$ cat config.mk
export PLATFORM = sky130hd
export DESIGN_NAME = tour_segment_reversal_flat
export DESIGN_NICKNAME = d
export VERILOG_FILES = /design/src/rtl/core/tsr_pkg.sv /design/src/rtl/core/tsr_req_if.sv /design/src/rtl/core/tsr_rsp_if.sv /design/src/rtl/core/tsr_csr_if.sv /design/src/rtl/core/tsr_ram.sv /design/src/rtl/core/tsr_alu.sv /design/src/rtl/core/tour_segment_reversal.sv /design/src/flat_wrapper.sv
export VERILOG_INCLUDE_DIRS = /design/src /design/src/rtl/core
export SDC_FILE = /design/constraint.sdc
export NUM_CORES = 1
export LEC_CHECK = 0
export ABC_AREA = 1
export BUFFER_PORTS_ARGS = -buffer_cell sky130_fd_sc_hd__buf_2
export CELL_PAD_IN_SITES_DETAIL_PLACEMENT = 1
export CELL_PAD_IN_SITES_GLOBAL_PLACEMENT = 1
export CORE_UTILIZATION = 40
export DETAILED_ROUTE_END_ITERATION = 12
export MAX_ROUTING_LAYER = met4
export PLACE_DENSITY_LB_ADDON = 0.1
export SYNTH_ARGS = -nofsm -noshare
export SYNTH_HDL_FRONTEND = slang
export SYNTH_SLANG_ARGS = --single-unit
$ cat constraint.sdc
create_clock -name clock -period 4.7 [get_ports clock]
set_clock_uncertainty 0.05 [all_clocks]
set_input_delay 0.47 -clock clock [delete_from_list [all_inputs] [get_ports clock]]
set_output_delay 0.47 -clock clock [all_outputs]
set_load 0.01 [all_outputs]
$ cat src/rtl/core/assert_macros.svh
// assertion macros shared by the tour segment reversal rtl
`ifndef ASSERT_MACROS_SVH
`define ASSERT_MACROS_SVH

// plain property checked on every clock edge outside reset
`define TSR_ASSERT(label, expr, msg) \
   label: assert property (@(posedge clock) disable iff (reset) (expr)) else $error(msg);

// same-cycle implication
`define TSR_ASSERT_IMP(label, ante, cons, msg) \
   label: assert property (@(posedge clock) disable iff (reset) (ante) |-> (cons)) \
      else $error(msg);

// next-cycle implication
`define TSR_ASSERT_NEXT(label, ante, cons, msg) \
   label: assert property (@(posedge clock) disable iff (reset) (ante) |=> (cons)) \
      else $error(msg);

`endif

$ cat src/rtl/core/tsr_pkg.sv
// shared types and constants of the tour segment reversal block
package tsr_pkg;

   localparam int TSR_MAX_CITIES = 64;

   localparam int FUNC_W = 2;
   localparam int POS_W  = 6;
   localparam int CITY_W = 6;
   localparam int CFG_W  = 7;

   localparam logic [CFG_W-1:0] CFG_RESET = 7'd64;

   localparam logic [FUNC_W-1:0] FUNC_WRITE  = 2'd0;
   localparam logic [FUNC_W-1:0] FUNC_INVERT = 2'd1;
   localparam logic [FUNC_W-1:0] FUNC_READ   = 2'd2;

   typedef enum logic {
      ALU_INC = 1'b0,
      ALU_DEC = 1'b1
   } alu_op_type;

   typedef struct packed {
      logic wrap;
      logic equal;
   } alu_flags_type;

endpackage

$ cat src/rtl/core/tsr_req_if.sv
// request channel: operation and its operands
interface tsr_req_if import tsr_pkg::*; ();
   logic              valid;
   logic              ready;
   logic [FUNC_W-1:0] func;
   logic [POS_W-1:0]  position;
   logic [CITY_W-1:0] city;
   logic [CITY_W-1:0] city_first;
   logic [CITY_W-1:0] city_last;

   modport source (output valid, func, position, city, city_first, city_last, input ready);
   modport sink (input valid, func, position, city, city_first, city_last, output ready);
endinterface

$ cat src/rtl/core/tsr_rsp_if.sv
// response channel: read city and rejected flag
interface tsr_rsp_if import tsr_pkg::*; ();
   logic              valid;
   logic              ready;
   logic [CITY_W-1:0] city_out;
   logic              rejected;

   modport source (output valid, city_out, rejected, input ready);
   modport sink (input valid, city_out, rejected, output ready);
endinterface

$ cat src/rtl/core/tsr_csr_if.sv
// register write channel for the tour size
interface tsr_csr_if import tsr_pkg::*; ();
   logic             valid;
   logic             ready;
   logic [CFG_W-1:0] data;

   modport source (output valid, data, input ready);
   modport sink (input valid, data, output ready);
endinterface

$ cat src/rtl/core/tsr_ram.sv
// generic single-port ram with registered read
module tsr_ram #(
   parameter int WIDTH = 8,
   parameter int DEPTH = 64
) (
   input  logic                     clock,
   input  logic                     we,
   input  logic [$clog2(DEPTH)-1:0] addr,
   input  logic [WIDTH-1:0]         wdata,
   output logic [WIDTH-1:0]         rdata
);

   logic [WIDTH-1:0] mem_ff [DEPTH];
   logic [WIDTH-1:0] rdata_ff;

   always_ff @(posedge clock) begin
      if (we) begin
         mem_ff[addr] <= wdata;
      end
      rdata_ff <= mem_ff[addr];
   end

   assign rdata = rdata_ff;

endmodule

$ cat src/rtl/core/tsr_alu.sv
// shared cyclic position step unit with compare
module tsr_alu import tsr_pkg::*; #(
   parameter int POS_W_INT = 6
) (
   input  alu_op_type           op,
   input  logic [POS_W_INT-1:0] opnd,
   input  logic [POS_W_INT-1:0] last,
   input  logic [POS_W_INT-1:0] cmp_x,
   input  logic [POS_W_INT-1:0] cmp_y,
   output logic [POS_W_INT-1:0] result,
   output alu_flags_type        flags
);

   always_comb begin
      flags.equal = (cmp_x == cmp_y);
      unique case (op)
         ALU_INC: begin
            flags.wrap = (opnd == last);
            result     = flags.wrap ? '0 : opnd + POS_W_INT'(1);
         end
         ALU_DEC: begin
            flags.wrap = (opnd == '0);
            result     = flags.wrap ? last : opnd - POS_W_INT'(1);
         end
         default: begin
            flags.wrap = 1'b0;
            result     = opnd;
         end
      endcase
   end

endmodule

$ cat src/rtl/core/tour_segment_reversal.sv
// top level: tour store with read, write and cyclic segment reversal
//
//   channel  dir  handshake      payload
//   req_if   in   valid/ready    func, position, city, city_first, city_last
//   rsp_if   out  valid/ready    city_out, rejected
//   csr_if   in   valid/ready    data (cities_in_use)
//
// from transfer, a write passes through the done state and a read through read-wait and done to the response register
// invert: scan, scan tail and setup states, then check, read-e, write-s and write-e per swapped pair,
//   then the done state to the response register; an odd segment ends from check, an even one from write-e
// one ram port sets the pace: every scan step and every swap access uses it
// no clearing pass after reset; csr writes are taken in every cycle
// a stalled response holds the done state, req_if.ready stays low until idle
`include "assert_macros.svh"

module tour_segment_reversal import tsr_pkg::*; #(
   parameter int MAX_CITIES = TSR_MAX_CITIES
) (
   input  logic      clock,
   input  logic      reset,
   tsr_req_if.sink   req_if,
   tsr_rsp_if.source rsp_if,
   tsr_csr_if.sink   csr_if
);

   localparam int AW = $clog2(MAX_CITIES);
   localparam int NW = $clog2(MAX_CITIES + 1);
   localparam int CW = (NW > CFG_W) ? NW : CFG_W;

   typedef enum logic [9:0] {
      ST_IDLE      = 10'b0000000001,
      ST_RD_WAIT   = 10'b0000000010,
      ST_SCAN      = 10'b0000000100,
      ST_SCAN_TAIL = 10'b0000001000,
      ST_SETUP     = 10'b0000010000,
      ST_CHECK     = 10'b0000100000,
      ST_RD_E      = 10'b0001000000,
      ST_WR_S      = 10'b0010000000,
      ST_WR_E      = 10'b0100000000,
      ST_DONE      = 10'b1000000000
   } state_type;

   state_type         state_ff, state_in;
   logic [CFG_W-1:0]  cfg_ff, cfg_in;
   logic              rd_vld_ff, rd_vld_in;
   logic              rsp_valid_ff, rsp_valid_in;

   logic [CITY_W-1:0] ca_ff, ca_in;
   logic [CITY_W-1:0] cb_ff, cb_in;
   logic [AW-1:0]     idx_ff, idx_in;
   logic [AW-1:0]     rd_idx_ff, rd_idx_in;
   logic              found_a_ff, found_a_in;
   logic              found_b_ff, found_b_in;
   logic [AW-1:0]     apos_ff, apos_in;
   logic [AW-1:0]     s_ff, s_in;
   logic [AW-1:0]     e_ff, e_in;
   logic [AW-1:0]     nxt_ff, nxt_in;
   logic [CITY_W-1:0] tmp_ff, tmp_in;
   logic [CITY_W-1:0] res_city_ff, res_city_in;
   logic              res_rej_ff, res_rej_in;
   logic [CITY_W-1:0] rsp_city_ff, rsp_city_in;
   logic              rsp_rej_ff, rsp_rej_in;

   logic [CW-1:0]     cfg_ext;
   logic [CW-1:0]     max_ext;
   logic [CW-1:0]     n_ext;
   logic [AW-1:0]     last_pos;
   logic              pos_ok;
   logic [AW-1:0]     pos_addr;
   logic              out_free;
   logic              st_done;
   logic              wr_state;

   logic              ram_we;
   logic [AW-1:0]     ram_addr;
   logic [CITY_W-1:0] ram_wdata;
   logic [CITY_W-1:0] ram_rdata;

   alu_op_type        alu_op;
   logic [AW-1:0]     alu_opnd;
   logic [AW-1:0]     alu_cmp_x;
   logic [AW-1:0]     alu_cmp_y;
   logic [AW-1:0]     alu_result;
   alu_flags_type     alu_flags;

   tsr_ram #(
      .WIDTH (CITY_W),
      .DEPTH (MAX_CITIES)
   ) u_tour_ram (
      .clock (clock),
      .we    (ram_we),
      .addr  (ram_addr),
      .wdata (ram_wdata),
      .rdata (ram_rdata)
   );

   tsr_alu #(
      .POS_W_INT (AW)
   ) u_alu (
      .op     (alu_op),
      .opnd   (alu_opnd),
      .last   (last_pos),
      .cmp_x  (alu_cmp_x),
      .cmp_y  (alu_cmp_y),
      .result (alu_result),
      .flags  (alu_flags)
   );

   // tour size saturated to 2 .. MAX_CITIES
   assign cfg_ext  = CW'(cfg_ff);
   assign max_ext  = CW'(MAX_CITIES);
   assign n_ext    = (cfg_ext < CW'(2)) ? CW'(2) : ((cfg_ext > max_ext) ? max_ext : cfg_ext);
   assign last_pos = AW'(n_ext - CW'(1));
   assign pos_ok   = (CW'(req_if.position) < n_ext);
   assign pos_addr = AW'(req_if.position);
   assign out_free = !rsp_valid_ff || rsp_if.ready;
   assign st_done  = (state_ff == ST_DONE);
   assign wr_state = (state_ff == ST_IDLE) || (state_ff == ST_WR_S) || (state_ff == ST_WR_E);

   assign req_if.ready    = (state_ff == ST_IDLE);
   assign csr_if.ready    = 1'b1;
   assign rsp_if.valid    = rsp_valid_ff;
   assign rsp_if.city_out = rsp_city_ff;
   assign rsp_if.rejected = rsp_rej_ff;

   always_comb begin
      state_in     = state_ff;
      cfg_in       = cfg_ff;
      rd_vld_in    = (state_ff == ST_SCAN);
      rsp_valid_in = rsp_valid_ff;
      ca_in        = ca_ff;
      cb_in        = cb_ff;
      idx_in       = idx_ff;
      rd_idx_in    = idx_ff;
      found_a_in   = found_a_ff;
      found_b_in   = found_b_ff;
      apos_in      = apos_ff;
      s_in         = s_ff;
      e_in         = e_ff;
      nxt_in       = nxt_ff;
      tmp_in       = tmp_ff;
      res_city_in  = res_city_ff;
      res_rej_in   = res_rej_ff;
      rsp_city_in  = rsp_city_ff;
      rsp_rej_in   = rsp_rej_ff;
      ram_we       = 1'b0;
      ram_addr     = idx_ff;
      ram_wdata    = ram_rdata;
      alu_op       = ALU_INC;
      alu_opnd     = idx_ff;
      alu_cmp_x    = s_ff;
      alu_cmp_y    = e_ff;

      if (csr_if.valid) begin
         cfg_in = csr_if.data;
      end

      if (rsp_valid_ff && rsp_if.ready) begin
         rsp_valid_in = 1'b0;
      end

      // scan compare, last match wins
      if (rd_vld_ff) begin
         if (ram_rdata == ca_ff) begin
            found_a_in = 1'b1;
            apos_in    = rd_idx_ff;
         end
         if (ram_rdata == cb_ff) begin
            found_b_in = 1'b1;
            e_in       = rd_idx_ff;
         end
      end

      unique case (state_ff)
         ST_IDLE: begin
            if (req_if.valid) begin
               ca_in       = req_if.city_first;
               cb_in       = req_if.city_last;
               idx_in      = '0;
               found_a_in  = 1'b0;
               found_b_in  = 1'b0;
               res_city_in = '0;
               res_rej_in  = 1'b0;
               unique case (req_if.func)
                  FUNC_WRITE: begin
                     if (pos_ok) begin
                        ram_we    = 1'b1;
                        ram_addr  = pos_addr;
                        ram_wdata = req_if.city;
                     end else begin
                        res_rej_in = 1'b1;
                     end
                     state_in = ST_DONE;
                  end
                  FUNC_INVERT: begin
                     state_in = ST_SCAN;
                  end
                  FUNC_READ: begin
                     if (pos_ok) begin
                        ram_addr = pos_addr;
                        state_in = ST_RD_WAIT;
                     end else begin
                        res_rej_in = 1'b1;
                        state_in   = ST_DONE;
                     end
                  end
                  default: begin
                     res_rej_in = 1'b1;
                     state_in   = ST_DONE;
                  end
               endcase
            end
         end
         ST_RD_WAIT: begin
            res_city_in = ram_rdata;
            state_in    = ST_DONE;
         end
         ST_SCAN: begin
            ram_addr = idx_ff;
            alu_op   = ALU_INC;
            alu_opnd = idx_ff;
            idx_in   = alu_result;
            if (alu_flags.wrap) begin
               state_in = ST_SCAN_TAIL;
            end
         end
         ST_SCAN_TAIL: begin
            state_in = ST_SETUP;
         end
         ST_SETUP: begin
            if (!(found_a_ff && found_b_ff)) begin
               res_rej_in = 1'b1;
               state_in   = ST_DONE;
            end else begin
               alu_op   = ALU_INC;
               alu_opnd = apos_ff;
               s_in     = alu_result;
               state_in = ST_CHECK;
            end
         end
         ST_CHECK: begin
            alu_cmp_x = s_ff;
            alu_cmp_y = e_ff;
            if (alu_flags.equal) begin
               state_in = ST_DONE;
            end else begin
               ram_addr = s_ff;
               state_in = ST_RD_E;
            end
         end
         ST_RD_E: begin
            ram_addr = e_ff;
            tmp_in   = ram_rdata;
            state_in = ST_WR_S;
         end
         ST_WR_S: begin
            ram_we    = 1'b1;
            ram_addr  = s_ff;
            ram_wdata = ram_rdata;
            alu_op    = ALU_INC;
            alu_opnd  = s_ff;
            nxt_in    = alu_result;
            state_in  = ST_WR_E;
         end
         ST_WR_E: begin
            ram_we    = 1'b1;
            ram_addr  = e_ff;
            ram_wdata = tmp_ff;
            alu_cmp_x = nxt_ff;
            alu_cmp_y = e_ff;
            alu_op    = ALU_DEC;
            alu_opnd  = e_ff;
            if (alu_flags.equal) begin
               state_in = ST_DONE;
            end else begin
               s_in     = nxt_ff;
               e_in     = alu_result;
               state_in = ST_CHECK;
            end
         end
         ST_DONE: begin
            if (out_free) begin
               rsp_valid_in = 1'b1;
               rsp_city_in  = res_city_ff;
               rsp_rej_in   = res_rej_ff;
               state_in     = ST_IDLE;
            end
         end
         default: begin
            state_in = ST_IDLE;
         end
      endcase
   end

   always_ff @(posedge clock) begin
      if (reset) begin
         state_ff     <= ST_IDLE;
         cfg_ff       <= CFG_RESET;
         rd_vld_ff    <= 1'b0;
         rsp_valid_ff <= 1'b0;
      end else begin
         state_ff     <= state_in;
         cfg_ff       <= cfg_in;
         rd_vld_ff    <= rd_vld_in;
         rsp_valid_ff <= rsp_valid_in;
      end
   end

   always_ff @(posedge clock) begin
      ca_ff       <= ca_in;
      cb_ff       <= cb_in;
      idx_ff      <= idx_in;
      rd_idx_ff   <= rd_idx_in;
      found_a_ff  <= found_a_in;
      found_b_ff  <= found_b_in;
      apos_ff     <= apos_in;
      s_ff        <= s_in;
      e_ff        <= e_in;
      nxt_ff      <= nxt_in;
      tmp_ff      <= tmp_in;
      res_city_ff <= res_city_in;
      res_rej_ff  <= res_rej_in;
      rsp_city_ff <= rsp_city_in;
      rsp_rej_ff  <= rsp_rej_in;
   end

   `TSR_ASSERT_IMP(a_write_in_range, ram_we, ram_addr <= last_pos, "ram write beyond tour")
   `TSR_ASSERT_IMP(a_write_states, ram_we, wr_state, "ram write outside write states")
   `TSR_ASSERT_IMP(a_rsp_from_done, $rose(rsp_valid_ff), $past(st_done), "stray response")
   `TSR_ASSERT_NEXT(a_done_holds, st_done && !out_free, st_done, "result lost")

endmodule
$ cat src/flat_wrapper.sv
// flat-port wrapper written by rule: the top's interface ports become plain ports
module tour_segment_reversal_flat import tsr_pkg::*;
#(
   parameter int MAX_CITIES = TSR_MAX_CITIES
)
  (clock, reset, req_if_valid, req_if_func, req_if_position, req_if_city, req_if_city_first, req_if_city_last, req_if_ready, rsp_if_valid, rsp_if_city_out, rsp_if_rejected, rsp_if_ready, csr_if_valid, csr_if_data, csr_if_ready);
  tsr_req_if req_if_i ();
  tsr_rsp_if rsp_if_i ();
  tsr_csr_if csr_if_i ();
  input  logic clock;
  input  logic reset;
  input wire logic [$bits(req_if_i.valid)-1:0] req_if_valid;
  input wire logic [$bits(req_if_i.func)-1:0] req_if_func;
  input wire logic [$bits(req_if_i.position)-1:0] req_if_position;
  input wire logic [$bits(req_if_i.city)-1:0] req_if_city;
  input wire logic [$bits(req_if_i.city_first)-1:0] req_if_city_first;
  input wire logic [$bits(req_if_i.city_last)-1:0] req_if_city_last;
  output wire logic [$bits(req_if_i.ready)-1:0] req_if_ready;
  output wire logic [$bits(rsp_if_i.valid)-1:0] rsp_if_valid;
  output wire logic [$bits(rsp_if_i.city_out)-1:0] rsp_if_city_out;
  output wire logic [$bits(rsp_if_i.rejected)-1:0] rsp_if_rejected;
  input wire logic [$bits(rsp_if_i.ready)-1:0] rsp_if_ready;
  input wire logic [$bits(csr_if_i.valid)-1:0] csr_if_valid;
  input wire logic [$bits(csr_if_i.data)-1:0] csr_if_data;
  output wire logic [$bits(csr_if_i.ready)-1:0] csr_if_ready;
  assign req_if_i.valid = req_if_valid;
  assign req_if_i.func = req_if_func;
  assign req_if_i.position = req_if_position;
  assign req_if_i.city = req_if_city;
  assign req_if_i.city_first = req_if_city_first;
  assign req_if_i.city_last = req_if_city_last;
  assign req_if_ready = req_if_i.ready;
  assign rsp_if_valid = rsp_if_i.valid;
  assign rsp_if_city_out = rsp_if_i.city_out;
  assign rsp_if_rejected = rsp_if_i.rejected;
  assign rsp_if_i.ready = rsp_if_ready;
  assign csr_if_i.valid = csr_if_valid;
  assign csr_if_i.data = csr_if_data;
  assign csr_if_ready = csr_if_i.ready;
  tour_segment_reversal #(.MAX_CITIES(MAX_CITIES)) u_core (.clock(clock), .reset(reset), .req_if(req_if_i), .rsp_if(rsp_if_i), .csr_if(csr_if_i));
endmodule
## Yosys cells after proc, flatten, opt, wreduce, memory -nomap -nowiden

Memories as Yosys holds them, arrays and structs flattened. A register that Yosys moved wholly into a read port is not among the register bits.
Cells that the tools add are included.

- Register bits after elaboration: 89
- RAM bits: 384
- Input bits: 38
- Output and inout bits: 10
- Memories: 1

Memories:

| name | depth | bits a word | rd ports | clocked after memory_dff | wr ports | line | RTL |
|---|---|---|---|---|---|---|---|
| u_core.u_tour_ram.mem_ff | 64 | 6 | 1 | 1 | 1 | tsr_ram.sv:13 | `logic [WIDTH-1:0] mem_ff [DEPTH];` |

- Add/subtract/negate cells: 3
- Order comparisons: 3
- Equality and inequality tests: 22
- Multiplexer cells: 60
- Bitwise logic cells: 1
- Reductions and logical operators: 21

Operator list:

| cell | number |
|---|---|
| 2-to-1 mux 6 bit | 18 |
| one-hot mux 10 bit (10 select lines) | 1 |
| 2-to-1 mux 10 bit | 7 |
| one-hot mux 6 bit (2 select lines) | 5 |
| equality test 6 bit | 4 |
| one-hot mux 6 bit (4 select lines) | 1 |
| 2-to-1 mux 1 bit | 20 |
| one-hot mux 10 bit (2 select lines) | 1 |
| one-hot mux 6 bit (3 select lines) | 1 |
| 2-to-1 mux 7 bit | 2 |
| subtractor 6 x 1 -> 6 bit (second input constant) | 2 |
| equality test 10 x 1 -> 1 bit (second input constant) | 1 |
| equality test 10 bit (second input constant) | 1 |
| equality test 10 x 2 -> 1 bit (second input constant) | 1 |
| equality test 10 x 3 -> 1 bit (second input constant) | 1 |
| equality test 10 x 4 -> 1 bit (second input constant) | 1 |
| equality test 10 x 5 -> 1 bit (second input constant) | 1 |
| equality test 10 x 6 -> 1 bit (second input constant) | 1 |
| equality test 10 x 7 -> 1 bit (second input constant) | 1 |
| equality test 10 x 8 -> 1 bit (second input constant) | 1 |
| equality test 10 x 9 -> 1 bit (second input constant) | 1 |
| AND reduction 2 bit | 5 |
| AND reduction 3 bit | 3 |
| inequality test 2 bit (second input constant) | 4 |
| other kinds (16) | 26 |

## Logic depth before layout (Yosys ltp)

Gate-level depths: netlist (run 1).

- Depth in word-level cells: 10
- Depth in mapped cells: 26
- Mapped depth without buffers: 24

## Hierarchy

A second synthesis (run 1) with hierarchy kept.

- Cells, all modules: 2283
- Area, all modules: 21792.2 um^2

By module, submodules not included:

| module | instances | cells an instance | area each (um^2) | sequential area each (um^2) |
|---|---|---|---|---|
| tsr_ram | 1 | 1642 | 16642.2 | 11651.2 |
| tour_segment_reversal | 1 | 523 | 4526.8 | 2342.2 |
| tsr_alu | 1 | 118 | 623.1 | 0.0 |

## Least setup slack after synthesis (run 1)

No wires, ideal clock.

- Kind: reg-to-reg
- From: register u_core.cfg_ff[4], in the netlist u_core.cfg_ext[4]
- To: memory u_core.u_tour_ram.mem_ff[0][0] (netlist name) (data pin)
- Setup time: 567 ps
- Data arrival time: 4181 ps
- Data required time: 4083 ps
- Path slack: -98 ps
- Stages on the path, launching flop included: 16
- Buffers on the path: 1
- Clock period less this slack: 4798 ps
- Path through: dfxtp_1 > nor2_1 > nand3_1 > o21ai_0 > nand2_1 > ha_1 > a21oi_1 > nor2_1 > a21oi_1 > nand2_1 > nor2_1 > nand2_1 > clkbuf_1 > nand2_1 > inv_1 > o221ai_1

- Longest elaborated chain between the ends: 8
- Elaborated cells on any way between the ends: 9
- Those cells by class: 3 x order compare; 6 x mux

Ends and longest elaborated chain:

| what | line | RTL |
|---|---|---|
| start, declared | tour_segment_reversal.sv:44 | `logic [CFG_W-1:0] cfg_ff, cfg_in;` |
| start signal, assigned | tour_segment_reversal.sv:303 | `cfg_ff <= cfg_in;` |
| > comparator 7 bit | tour_segment_reversal.sv:112 | `assign n_ext = (cfg_ext < CW'(2)) ? CW'(2) : ((cfg_ext > max_ext) ? max_ext : cfg_ext);` |
| 2-to-1 mux 7 bit | tour_segment_reversal.sv:112 |  |
| 2-to-1 mux 7 bit * | tour_segment_reversal.sv:112 |  |
| < comparator 6 x 7 -> 1 bit * | tour_segment_reversal.sv:114 | `assign pos_ok = (CW'(req_if.position) < n_ext);` |
| 2-to-1 mux 6 bit * | tour_segment_reversal.sv:186 | `if (pos_ok) begin` |
| 2-to-1 mux 6 bit * | tour_segment_reversal.sv:184 | `unique case (req_if.func)` |
| 2-to-1 mux 6 bit * | tour_segment_reversal.sv:176 | `if (req_if.valid) begin` |
| one-hot mux 6 bit (2 select lines) * | tour_segment_reversal.sv:174 | `unique case (state_ff)` |
| net u_core.ram_wdata[0] | tour_segment_reversal.sv:76 | `logic [CITY_W-1:0] ram_wdata;` |
| end, declared | tsr_ram.sv:13 |  |

Mark *: on every way through the listed nets, which the timed path passes. The rest lies on a longest branch.

## Worst setup path in the final report (run 1)

- From: register u_core.cfg_ff[4], in the netlist u_core.cfg_ext[4]
- To: register u_core.u_tour_ram.rdata_ff[1], in the netlist u_core.u_tour_ram.rdata[1], read port of u_core.u_tour_ram.mem_ff

- Longest elaborated chain between the ends: 8
- Elaborated cells on any way between the ends: 9
- Those cells by class: 3 x order compare; 6 x mux

Ends and longest elaborated chain:

| what | line | RTL |
|---|---|---|
| > comparator 7 bit | tour_segment_reversal.sv:112 |  |
| 2-to-1 mux 7 bit | tour_segment_reversal.sv:112 |  |
| 2-to-1 mux 7 bit * | tour_segment_reversal.sv:112 |  |
| < comparator 6 x 7 -> 1 bit * | tour_segment_reversal.sv:114 |  |
| 2-to-1 mux 6 bit * | tour_segment_reversal.sv:186, tour_segment_reversal.sv:199 |  |
| 2-to-1 mux 6 bit * | -- |  |
| 2-to-1 mux 6 bit * | tour_segment_reversal.sv:176 |  |
| one-hot mux 6 bit (4 select lines) * | tour_segment_reversal.sv:174 |  |
| end, declared | tsr_ram.sv:14 | `logic [WIDTH-1:0] rdata_ff;` |

Mark *: on every way between the ends. The rest lies on a longest branch, timed or not.
A chain may end at the register's enable or synchronous reset.

==> flow_summary.toml, run 1 <==
[yosys]
syn_area_mm2 = 0.0213
synth-warning-count = 0
synthCells = 2155
synth_edf_count = 440
synthFlopType = "edfxtp_1"
postSynthAreaPerCell_um2 = 9.88
yosysSeqAreaShare_pct = 65.8
yosys.area.top_type = "edfxtp_1"
synthesis.nets = 2206
yosysUniqueCellTypes = 48
ys_seq_elements = 479
yosysTopAreaCellShare_pct = 62.1
async_reset_ff_share_pct = 0
ys_top_cells_by_area = "edfxtp_1, nand2_1, nand3_1"

[floorplanning]
core_mm2 = 0.0526
fp.dieH_um = 233
initial_core_util_pct = 40.5
io_pins = 48
fp.dieW_um = 233
rows = 84
die_area_mm2 = 0.0541

[sta]
drv_slew = 0
worst_pin_slew_ps = 863
post-route-min-period_ps = 4320
tns_ps = 0
hold_viol = 0
period_share_pct = 91.8
setup_viol = 0
max_slew_margin_pct = 42.5
rsz0062_at_grt = "no"
timing.fmax_mhz = 232

[min_path]
min_to = "u_core.cfg_ext[6]"
min_path_type = "primary input to register"
hold_path_startpoint = "csr_if_data[6]"
min_path_cells = 3

[global_routing]
gr-total-overflow = 0
grt_pass1_vias = 16537
grt_util_all_layers_pct = 25.2
antenna_found_initial = 0
grt_pass1_wl_um = 99300
grt_max_degree = 145

[status]
outcome = "finished clean"

[placed_design]
placedCellCount = 2925
gp_congestion = 0.954
io_buffers = 46
place.detailed.hpwl_um = 43000
place_area_mm2 = 0.0232

[routing]
drc = 0
wl_per_cell_um = 21.4
antenna_left = 0
dr.first_iter.drc_count = 1068
totalWireLength_um = 64900
num_vias = 15733
detail_route.vias_per_cell = 5.18
first_pass_iters = 5

[cts]
cts_max_level = 2
cts_tree = "done"
insertion_delay_ps = 610
cts.sinks = 479
cts_inserted_buffers = 53
post-cts-setup-buffers = 0
cts-root-buf = "clkbuf_16"
clkSlewWorstSetupHoldPaths_ps = 60
cts_buffer_depth = 3

[final_layout]
drive_gt1_share_pct = 12.9
stdcell_count = 3036
diodes = 0
multi_input_area_mm2 = 0.00669
fin_area_mm2 = 0.0251
syn2layout_area_growth_pct = 17.9
nets = 2356
fin_util_pct = 47.8
register_area_mm2 = 0.0140
fillers = 5891

[worst_setup_path]
critical_path_arrival_ps = 4730
r2r_end = "u_core.u_tour_ram.rdata[1]"
path_max_fanout = 15
r2r_start = "u_core.cfg_ext[4]"
critPathRequiredTime_ps = 5110
r2r_cells = 25
r2r_slack_ps = 380
cp-end-kind = "register"
worstSetupPathType = "register to register"
startpoint_type = "register"

[flow_run]
maxCapViolations = 0
[state kept, by name, indices dropped and copies added, names as in the netlist, 6 cells and up]
register,cells
u_core.rsp_if.city_out,6
u_core.alu_cmp_y,6
u_core.tmp_ff,6
u_core.u_tour_ram.rdata,6
u_core.u_tour_ram.mem_ff,384
u_core.cfg_ext,7
u_core.ca_ff,6
u_core.apos_ff,6
u_core.s_ff,6
u_core.state_ff,10
u_core.idx_ff,6
u_core.res_city_ff,6
u_core.nxt_ff,6
u_core.cb_ff,6
u_core.rd_idx_ff,6
[metrics by stage]
step	setup WS (ps)	hold slack, ps
global placement	193	351
CTS	57.7	23.8
global route	45.2	60.0
finish	385	56.0
detailed placement	-4.77	356
floorplan	844	330
[final cells by class]
class                           count  area share (%)
Clock buffer                       69            5.80
Clock inverter                     29           0.952
Inverter                          109            1.63
Multi-Input combinational cell   1481            26.6
Sequential cell                   479            55.8
Tap cell                          688            3.43
Timing Repair Buffer              181            5.79
[critical path: stages (launching register included)]
cell and delay [ps]:
dfxtp_1 320, nor2_1 110, nand3_1 120, o21ai_1 300, inv_1 70, nor2_1 180
inv_1 100, ha_1 190, a21oi_1 150, nor2_1 50, a21oi_1 220, buf_4 190
nand4_1 140, nand3_1 120, nand2_1 100, o21ai_4 220, inv_2 240, buf_4 270
nand2_1 70, nand2_1 50, nand2_1 60, nand2_1 90, o21ai_1 120, nand2_1 140
nor2_1 310, nand2_1 170
[timing repair]
item                       CTS  global route
cloned                       0             1
hold buffers                12             0
resized for setup            1            15
hold endpoints to repair    12             0
setup endpoints to repair    6           267
pin swaps                    0             1
[routing by layer]
layer,vias up,routed length (um),track usage [%]
met4,0,2020,7.97
met3,113,2230,2.89
li1,7542,-,-
met2,268,32100,42.5
met5,-,0,-
met1,7810,28600,31.6
[cell families (layout without fill, tap and decap cells)]
family	count (synthesis)	after routing	share of synthesized area, %
other	1	1	0.0176
AND/OR/NAND/NOR	1288	1289	24.6
buffers and inverters	196	388	3.79
adder cells (fa/ha/maj)	13	13	0.764
XOR/XNOR	19	19	0.782
multiplexers	2	2	0.0999
flip-flops	479	479	65.8
AO/OA/AOI/OAI	157	157	4.20
[worst max path at each step]
stage	from	end	cells past startpoint
finish	u_core.cfg_ext[4]	u_core.u_tour_ram.rdata[1]	25
global route	u_core.cfg_ext[4]	u_core.u_tour_ram.mem_ff[54][2]	19
CTS	u_core.cfg_ext[4]	u_core.u_tour_ram.mem_ff[0][1]	19
detailed placement	u_core.cfg_ext[4]	u_core.u_tour_ram.mem_ff[54][2]	19
floorplan	u_core.cfg_ext[4]	u_core.u_tour_ram.mem_ff[0][0]	15
global placement	u_core.cfg_ext[1]	u_core.u_tour_ram.mem_ff[54][1]	19
[Yosys cell counts (2+ instances only)]
master	count
buf_2	45
nand3_2	2
dfxtp_1	39
buf_4	4
o21ai_0	52
nand2_2	3
inv_1	103
o221ai_1	6
nand3_1	197
nor4_1	2
a211oi_1	6
xnor2_1	3
nand2_4	2
o22ai_1	13
xor2_1	16
clkbuf_1	35
nand3b_1	3
o21bai_1	2
nor2_2	6
nor4_2	2
nand4_1	9
ha_1	13
o21ai_1	44
a2111oi_0	2
nor3_1	6
nand2_1	886
buf_1	3
inv_2	6
nor2_1	166
a21oi_1	22
edfxtp_1	440
[placed cells by master, fill, tap and decap left out, drive strengths merged]
| cell | synthesis | final |
|---|---|---|
| a2111oi | 2 | 2 |
| a211oi | 7 | 7 |
| a21oi | 22 | 22 |
| a221oi | 1 | 1 |
| a22oi | 1 | 1 |
| a31o | 1 | 1 |
| a31oi | 1 | 1 |
| and2 | 1 | 1 |
| buf | 52 | 169 |
| bufinv | 0 | 3 |
| clkbuf | 35 | 69 |
| clkinv | 0 | 20 |
| clkinvlp | 0 | 3 |
| conb | 1 | 1 |
| dfxtp | 39 | 39 |
| dlygate4sd3 | 0 | 12 |
| edfxtp | 440 | 440 |
| ha | 13 | 13 |
| inv | 109 | 112 |
| mux2 | 1 | 1 |
| mux2i | 1 | 1 |
| nand2 | 891 | 891 |
| nand3 | 199 | 199 |
| nand3b | 3 | 3 |
| nand4 | 9 | 9 |
| nor2 | 173 | 174 |
| nor3 | 6 | 6 |
| nor4 | 5 | 5 |
| o2111ai | 1 | 1 |
| o211ai | 1 | 1 |
| o21a | 1 | 1 |
| o21ai | 97 | 97 |
| o21bai | 2 | 2 |
| o221ai | 6 | 6 |
| o22ai | 13 | 13 |
| o31ai | 1 | 1 |
| or2 | 1 | 1 |
| xnor2 | 3 | 3 |
| xor2 | 16 | 16 |
Power of run 1 is not shown: default switching activity piles up to over one toggle a cycle in this logic, so the estimate is an artifact.
==> run 2, diff against run 1 <==
--- a/config.mk
+++ b/config.mk
@@ -10,7 +10,7 @@
 export BUFFER_PORTS_ARGS = -buffer_cell sky130_fd_sc_hd__buf_2
 export CELL_PAD_IN_SITES_DETAIL_PLACEMENT = 1
 export CELL_PAD_IN_SITES_GLOBAL_PLACEMENT = 1
-export CORE_UTILIZATION = 40
+export CORE_UTILIZATION = 45
 export DETAILED_ROUTE_END_ITERATION = 12
 export MAX_ROUTING_LAYER = met4
 export PLACE_DENSITY_LB_ADDON = 0.1
==> flow_summary.toml, run 2 (synthesis results as in run 1) <==
[sta]
rsz0062_at_grt = "no"
hold_viol = 0
timing.fmax_mhz = 229
max_slew_margin_pct = 38.5
setup_ws_ps = 336
period_share_pct = 92.8
setup_viol = 0
worst_pin_slew_ps = 913
post-route-min-period_ps = 4360
drv_slew = 0
tns_ps = 0

[final_layout]
nets = 2337
largest_register_ffs = 384
final_common_cell = "nand2_1"
fin_util_pct = 53.9
top_register = "u_core.u_tour_ram.mem_ff"
fillers = 5138
stdcell_count = 2935
diodes = 0
drive_gt1_share_pct = 13.1
final_cell_mix = "nand2_1, edfxtp_1, nand3_1, nor2_1, inv_1"
syn2layout_area_growth_pct = 17.9

[cts]
cts_buffer_depth = 3
cts.sinks = 479
clkSlewWorstSetupHoldPaths_ps = 60
insertion_delay_ps = 620
cts-root-buf = "clkbuf_16"
cts_tree = "done"
cts_max_level = 2
cts_inserted_buffers = 52

[status]
outcome = "finished clean"

[global_routing]
busiest_layer = "met2"
gr-total-overflow = 0
grt_util_all_layers_pct = 27.8
grt_pass1_vias = 16779
grt_max_degree = 95
gr-usage-met3_pct = 3.75
use_met2_pct = 48.2
grt_use_met1_pct = 33.8
antenna_found_initial = 0
grt_pass1_wl_um = 97500

[worst_setup_path]
worstSetupPathType = "register to register"
critPathRequiredTime_ps = 4910
path_max_fanout = 6
cp-end-kind = "register"
startpoint_type = "register"
critical_path_arrival_ps = 4570

[placed_design]
place_ws_ps = 40.1
io_buffers = 46
place.detailed.hpwl_um = 41600
placedCellCount = 2825
gp_congestion = 0.881

[flow_run]
maxCapViolations = 0

[routing]
first_pass_iters = 5
dr.first_iter.drc_count = 1012
detail_route.vias_per_cell = 5.39
num_vias = 15806
antenna_left = 0
wl_per_cell_um = 21.7
drc = 0
totalWireLength_um = 63800

[floorplanning]
fp.dieH_um = 219
fp.dieW_um = 219
die_area_mm2 = 0.0482
initial_core_util_pct = 45.7
rows = 79
core_mm2 = 0.0466
io_pins = 48

[min_path]
min_path_type = "primary input to register"
[run 2: changes by cell type in the layout (fill, tap and decap cells not counted), sizes merged]
cell / delta
inv: -3
buf: -18
clkbuf: -7
bufinv: +9
clkinvlp: +1
clkinv: -2
[run 2: path summary, 6_finish.rpt]
| path | slack [ps] | to | cells after the start | startpoint |
|---|---|---|---|---|
| worst min register to register | 370 | u_core.rsp_if.city_out[5] | 0 | u_core.res_city_ff[5] |
| worst min-delay path | 40 | u_core.cfg_ext[1] | 3 | csr_if_data[1] |
| worst max register to register | 340 | u_core.u_tour_ram.mem_ff[44][1] | 20 | u_core.cfg_ext[4] |
| worst max-delay path | 340 | u_core.u_tour_ram.mem_ff[44][1] | 20 | u_core.cfg_ext[4] |
[run 2: metal layers]
layer / vias up / part of all wire (%) / routed length, um
met5: - / 0 / 0
met4: 0 / 2.9 / 1830
met3: 110 / 3.9 / 2480
met2: 328 / 51 / 32400
met1: 7859 / 42 / 27100
li1: 7509 / - / -
[run 2: timing repair]
action / in CTS / in global routing
endpoints found under the hold margin: 12 / 0
setup buffers: 0 / 1
hold buffers: 12 / 0
pin swaps: 1 / 1
gates resized for setup: 7 / 34
endpoints found under the setup margin: 74 / 384
cloned: 0 / 1
[run 2: critical path, stage by stage, from the launching register on]
cell	delay, ps
dfxtp_1	330
nor2_1	120
nand3_1	150
o21ai_2	250
inv_1	60
nor2_1	210
inv_1	120
ha_1	190
a21oi_1	140
nor2_1	50
a21oi_1	190
buf_4	170
nand2_1	160
nor2_1	170
nand2_1	100
nand3_1	220
inv_1	90
nor2_1	220
nand2_1	280
buf_4	270
nor2_1	450
[run 2: layout make-up]
| class | count | area, um^2 | share of cell area (%) |
|---|---|---|---|
| inverters | 109 | 413 | 1.65 |
| clock buffers | 62 | 1360 | 5.42 |
| flip-flops and latches | 479 | 14000 | 55.8 |
| clock inverters | 34 | 513 | 2.05 |
| multi-input cells | 1481 | 6760 | 26.9 |
| repair buffers | 163 | 1290 | 5.14 |
| well taps | 607 | 759 | 3.03 |
[run 2: stage by stage]
step	hold slack (ps)	cell area [um^2]
2_1_floorplan	330	21300
6_report	43.0	25100
3_3_place_gp	354	23000
3_5_place_dp	359	23000
4_1_cts	15.3	25000
5_1_grt	34.1	25100
Power of run 2 is left out for the same reason.
==> run 3, diff against run 2 <==
==> constraint.sdc (replaced) <==
create_clock -name clock -period 4.7 [get_ports clock]
set_clock_uncertainty 0.05 [all_clocks]
set_input_delay 0.94 -clock clock [delete_from_list [all_inputs] [get_ports clock]]
set_output_delay 0.94 -clock clock [all_outputs]
set_load 0.01 [all_outputs]
==> flow_summary.toml, run 3 (synthesis results as in run 1) <==
[final_layout]
register_area_mm2 = 0.0140
drive_gt1_share_pct = 12.2
largest_register_ffs = 384
nets = 2332
final_cell_mix = "nand2_1, edfxtp_1, nand3_1, nor2_1, inv_1"
diodes = 0
fin_area_mm2 = 0.0248
syn2layout_area_growth_pct = 16.3
final_common_cell = "nand2_1"
multi_input_area_mm2 = 0.00667
fillers = 5177
top_register = "u_core.u_tour_ram.mem_ff"

[floorplanning]
fp.dieW_um = 219
fp.dieH_um = 219
io_pins = 48
rows = 79
die_area_mm2 = 0.0482
core_mm2 = 0.0466
initial_core_util_pct = 45.7

[worst_setup_path]
startpoint_type = "register"
crit_slowest_cell = "dfxtp_1"
cp-end-kind = "register"
critical_path_arrival_ps = 4770
path_max_fanout = 30
critPathTopFamily = "simple AND/OR/NAND/NOR gates"
worstSetupPathType = "register to register"
critPathRequiredTime_ps = 5130
cpMostUsedCell = "nand2_1"
max_stage_delay_ps = 320
cp_num_buf_inv = 6

[flow_run]
maxCapViolations = 0

[cts]
cts.sinks = 479
cts_buffer_depth = 3
clkSlewWorstSetupHoldPaths_ps = 60
cts_hold_buf = 0
cts-root-buf = "clkbuf_16"
cts_tree = "done"
cts_inserted_buffers = 51
insertion_delay_ps = 610
cts_max_level = 2

[placed_design]
io_buffers = 46
place.detailed.hpwl_um = 42300
place_ws_ps = 76.7
place_area_mm2 = 0.0230
gp_congestion = 0.853

[sta]
rsz0062_at_grt = "no"
period_share_pct = 92.3
timing.fmax_mhz = 230
worst_pin_slew_ps = 931
setup_viol = 0
max_slew_margin_pct = 37.3
tns_ps = 0
hold_viol = 0
post-route-min-period_ps = 4340
drv_slew = 0
setup_ws_ps = 361

[routing]
wl_per_cell_um = 21.9
detail_route.vias_per_cell = 5.40
dr.first_iter.drc_count = 1072
totalWireLength_um = 64200
antenna_left = 0
drc = 0
first_pass_iters = 5
num_vias = 15841

[global_routing]
antenna_found_initial = 0
grt_pass1_wl_um = 98700
grt_max_degree = 145
grt_pass1_vias = 16957
grt_util_all_layers_pct = 28.2
gr-total-overflow = 0

[status]
outcome = "finished clean"

[min_path]
min_path_type = "register to register"
## run 3: cell count changes in the layout (fill, tap and decap cells not counted), sizes merged
cell | previous run | this run
clkinvlp | 4 | 2
buf | 151 | 160
clkinv | 18 | 23
clkbuf | 62 | 64
bufinv | 12 | 6
inv | 109 | 110
dlygate4sd3 | 12 | 0
nor2 | 174 | 173
## run 3: metrics by stage
stage,util (%),cells,hold slack (ps)
final,53.2,2931,373
after CTS,53.0,2928,376
after detailed placement,49.5,2832,360
after global routing,53.2,2931,388
after floorplan,-,2155,330
after global placement,49.5,2832,354
## run 3: cell type report
cell class                 instances  area share, %
clock buffer                      64           5.44
clock inverter                    32           1.27
inverter                         109           1.65
multi-input combinational       1480           27.0
sequential                       479           56.5
tap                              607           3.07
timing repair buffer             160           5.09
## run 3: per-layer routing
metal,up-vias,track usage (%),part of all wire (%)
met1,7860,34.6,42
met2,362,47.0,49
met4,0,11.6,3.9
met5,-,-,0
li1,7493,-,-
met3,126,3.82,4.4
## run 3: path summary, 6_finish.rpt
path / from / endpoint / slack, ps / cells after the start
max: u_core.cfg_ext[4] / u_core.u_tour_ram.rdata[1] / 360 / 26
min: u_core.res_city_ff[0] / u_core.rsp_if.city_out[0] / 370 / 0
min reg2reg: u_core.res_city_ff[0] / u_core.rsp_if.city_out[0] / 370 / 0
max reg2reg: u_core.cfg_ext[4] / u_core.u_tour_ram.rdata[1] / 360 / 26
## run 3: timing repair
item | CTS | global route
setup endpoints to repair | 0 | 335
resized for setup | 0 | 13
buffers inserted | 0 | 3
Power of run 3 is left out for the same reason.
